--- src/sv/qubit_state_vector_gate_engine_macros.svh ---
// Assertion macros used by the gate engine top level.
`ifndef QUBIT_STATE_VECTOR_GATE_ENGINE_MACROS_SVH
`define QUBIT_STATE_VECTOR_GATE_ENGINE_MACROS_SVH

// Same-cycle implication, checked on clk with rst_n as disable.
`define QSVGE_ASSERT_NOW(label, ante, cons) \
    label: assert property (@(posedge clk) disable iff (!rst_n) (ante) |-> (cons)) \
        else $error("assertion failed");

// Next-cycle implication, checked on clk with rst_n as disable.
`define QSVGE_ASSERT_NEXT(label, ante, cons) \
    label: assert property (@(posedge clk) disable iff (!rst_n) (ante) |=> (cons)) \
        else $error("assertion failed");

`endif

--- src/sv/qsvge_ram.sv ---
// Generic single-write, single-read RAM with registered read data.
`default_nettype none
module qsvge_ram #(
    parameter int WIDTH = 32,
    parameter int DEPTH = 64
) (
    input  wire logic                     clk,
    input  wire logic                     we,
    input  wire logic [$clog2(DEPTH)-1:0] waddr,
    input  wire logic [WIDTH-1:0]         wdata,
    input  wire logic [$clog2(DEPTH)-1:0] raddr,
    output logic      [WIDTH-1:0]         rdata
);
    logic [WIDTH-1:0] mem [DEPTH];

    always_ff @(posedge clk)
    begin
        if (we)
        begin
            mem[waddr] <= wdata;
        end
        rdata <= mem[raddr];
    end
endmodule
`default_nettype wire

--- config.mk ---
export PLATFORM = sky130hd
export DESIGN_NAME = qsvge_ram
export DESIGN_NICKNAME = d
export VERILOG_FILES = /design/src/sv/qubit_state_vector_gate_engine_macros.svh /design/src/sv/qsvge_ram.sv
export SDC_FILE = /design/constraint.sdc
export NUM_CORES = 2
export LEC_CHECK = 0
export BUFFER_PORTS_ARGS = -buffer_cell sky130_fd_sc_hd__buf_2
export CORE_ASPECT_RATIO = 1.4
export CORE_MARGIN = 8
export CORE_UTILIZATION = 30
export CTS_CLUSTER_SIZE = 24
export DETAILED_ROUTE_END_ITERATION = 10
export HOLD_SLACK_MARGIN = 0.1
export PLACE_DENSITY_LB_ADDON = 0.08
export SYNTH_ARGS = -nofsm -noshare
export SYNTH_HDL_FRONTEND = slang
export SYNTH_SLANG_ARGS = --single-unit
export TNS_END_PERCENT = 20
--- constraint.sdc ---
create_clock -name clk -period 3.7 [get_ports clk]
set_clock_uncertainty 0.1 [all_clocks]
set_input_delay 0 -clock clk [delete_from_list [all_inputs] [get_ports clk]]
set_output_delay 0 -clock clk [all_outputs]
set_load 0.02 [all_outputs]
== Yosys cells after proc, flatten, opt, wreduce, memory -nomap -nowiden ==
Memory sizes are Yosys's and may differ from the RTL's. A register that Yosys moved wholly into a read port is not among the register bits.
Cells that the tools add are included.
Cells by class
  mux-type cells: 2
Operator list (count)
  2-to-1 mux 1 bit: 2
Word-level totals
  word-level logic and storage cells: 3
  input port bits: 46
  bits in writable memories: 2048
  memories kept: 1
  register bits: 0
  output and inout bits: 32
Memories
  mem: words 64, bits a word 32, rd ports 1, clocked after Yosys merged registers in 1, write ports 1, RTL line qsvge_ram.sv:14  | logic [WIDTH-1:0] mem [DEPTH];

== Longest topological paths before layout ==
  depth after elaboration: 2
  depth in mapped cells: 10
  depth with buffers taken out: 5

== Least setup slack after synthesis ==
No wires, ideal clock.
  path type: in2reg
  start: input port waddr[3]
  end: memory mem[48][0], enable pin
  buffers on the path: 1
  data arrival time: 2.699 ns
  slack: 0.440 ns
  data required time: 3.139 ns
  library setup time: 0.461 ns
  cell stages on the path: 4
  cells stage by stage: clkbuf_1 -> nor2b_1 -> nand4b_1 -> nor3_1
RTL lines
  start, declared: RTL line qsvge_ram.sv:9  | input wire logic [$clog2(DEPTH)-1:0] waddr,
  end, declared: RTL line qsvge_ram.sv:14
No word-level cell before the write port.

==> results.cfg <==
[outcome]
status = finished, final reports clean

[floorplan]
die_w_um = 448
dieArea_um2 = 279000
num_rows = 222
die_y_um = 621
io_pins = 78
core_region_area_um2 = 261000
initial_utilization = 0.301

[critical_path]
startpoint_type = input port
cp_max_fo = 50
crit_path_end_kind = flip-flop
max_stage_delay_ps = 560
required_ps = 4330
cp_cell_sequence = dlygate4sd3_1 > buf_8 > buf_12 > buf_4 > mux4_2 > mux2i_1 > nor2_1 > o32ai_1 > buf_4 > nor3_1
arrival_ps = 3540
slowest_stage = dlygate4sd3_1
critical_path_class = input port to flip-flop
cp_common_cell = buf_4

[synth]
synth_top_area_share = 0.783
syn_area_um2 = 78500
synth_area_leaders = edfxtp_1 (78%), mux4_2 (16%), mux2i_1 (1.2%)
synth_cells = 3324
synth.net_count = 3370
synth_cell_type_count = 34
ys.flop_type = edfxtp_1
yosysWarningCount = 0
yosysSeqAreaShare = 0.791
synth-edff-count = 2048
async_flop_share = 0
yosysTopAreaCell = edfxtp_1
ys_ff_latch = 2080
synth_area_per_cell_um2 = 23.6

[routing]
wirelength_um = 250000
first_iter_violations = 3562
drc = 0
vias_per_cell = 5.01
dr.pass1.iters = 7
wl_per_cell_um = 33.9
ant_nets = 0
vias = 37000

[finish]
layout-drive-gt1-share = 0.321
area_growth_syn_to_layout_pct = 17.9
layoutNonFillerInstCount = 7389
layout.nets = 3774

[clocking]
clk_pin_slew_ps = 60
cts_sinks = 2080
numCtsBuffers = 214
htreeDepth = 4
clockBufferDepth = 4
cts_tree = yes
clk_latency_ps = 870
cts-root-buf = clkbuf_16

[placed_design]
dp_worst_setup_slack_ps = 164
place_inst = 6937
place_congestion = 0.784
numPortBuffers = 77
dp_hpwl_um = 146000

[grt]
grt_usage = 0.176
grt-ovfl-total = 0
grt_pass1_vias = 39500
grt_max_degree = 65
grt_antenna_before_repair = 39
grt_pass1_wl_um = 338000

[pwr]
power_density_nw_per_um2 = 548
leakagePower_nw = 28.6
vdd_drop_max_mv = 0.339

[sta]
max_slew_margin = 0.220
slew_violations = 0
setup_ws_ps = 786
hold_viol = 0
rsz0062_at_grt = no
tightest_slew_ps = 1170
max_clock_freq_ghz = 0.343
period_share = 0.788
min_period_ps = 2910
tns_ps = 0
setup_viol_count_final = 0

[run]
maxCapViolCount = 0

[min_path]
hp-class = input port to flip-flop
## power breakdown
group / leakage [nW] / internal [mW] / switching, mW
logic: 6.54 / 1.02 / 1.87
clock network: 3.38 / 12.6 / 9.06
registers: 18.7 / 26.1 / 0.113
total: 28.6 / 39.7 / 11.0
## through the flow
step	area [um^2]	hold slack (ps)	power, mW	util
floorplan	78500	-1.13	28.0	-
finish	92600	145	50.7	0.355
detailed placement	85100	329	29.6	0.326
CTS	92600	107	51.5	0.355
global route	92600	153	52.3	0.355
global placement	85100	320	29.6	0.326
## synthesized netlist by cell type (4+ instances only)
master	count
clkbuf_1	74
a21oi_1	62
a22oi_1	12
nand2_1	26
buf_4	25
a41o_1	4
nor3_1	7
o32ai_1	4
edfxtp_1	2048
nor2_1	137
nand3b_1	5
buf_1	21
a311oi_1	8
o221ai_1	27
nand2b_1	8
nor2b_1	15
mux4_2	544
dfxtp_1	32
o22ai_1	84
nand3_1	5
buf_2	57
buf_6	5
mux2i_1	93
and3_1	4
## per-layer routing
layer,wire length (um),track usage,share of wire,vias to the layer above
met5,63,0,0.00025,-
met4,8690,0.0550,0.035,10
met3,14500,0.0341,0.058,299
met2,128000,0.307,0.51,1020
met1,99200,0.222,0.40,20600
li1,-,-,-,15100
## final cells by class
cell class              count  area [um^2]
well taps                3472         4340
clock buffers             277         5810
clock inverters           112         1150
flip-flops and latches   2080        62100
repair buffers            370         3150
multi-input cells        1062        16000
diodes                     16         40.0
fillers                 23900       168000
## kinds of logic after synthesis
| kind of cell | after synthesis | share of synthesized area |
|---|---|---|
| flip-flops | 2080 | 0.791 |
| multiplexers | 637 | 0.168 |
| AND/OR/NAND/NOR | 223 | 0.0127 |
| AO/OA/AOI/OAI | 202 | 0.0167 |
| buffers and inverters | 182 | 0.0113 |
## cell usage in the layout, fill, tap and decap left out, types with 39 or more instances in the layout
| cell | Yosys | layout |
|---|---|---|
| a21oi_1 | 62 | 62 |
| buf_2 | 57 | 69 |
| buf_4 | 25 | 218 |
| clkbuf_1 | 74 | 46 |
| clkbuf_16 | 0 | 218 |
| clkinv_2 | 0 | 39 |
| dlygate4sd3_1 | 0 | 47 |
| edfxtp_1 | 2048 | 2048 |
| mux2i_1 | 93 | 93 |
| mux4_2 | 544 | 544 |
| nor2_1 | 137 | 75 |
| nor2_4 | 0 | 62 |
| o22ai_1 | 84 | 84 |
## critical path, delay by kind of cell
family	cells	cell delay [ps]
compound gates	1	460
mux	2	690
buf+inv	5	1950
simple gates	2	320
## worst paths after layout
path / end / depth (start not counted) / from / slack, ps
max: rdata[4] / 10 / raddr[2] / 790
min: rdata[14] / 5 / raddr[1] / 150
max reg2reg: rdata[3] / 5 / mem[63][3] / 970
min reg2reg: rdata[17] / 4 / mem[28][17] / 780
## registers in the layout, indices dropped and copies added (netlist names)
register and flops:
mem 2048, rdata 32
## repair_timing
item | in CTS | in global routing
setup buffers | 0 | 0
gates resized for setup | 0 | 0
hold buffers | 47 | 0
endpoints found under the hold margin | 2379 | 0
(Power assumes the default switching activity.)
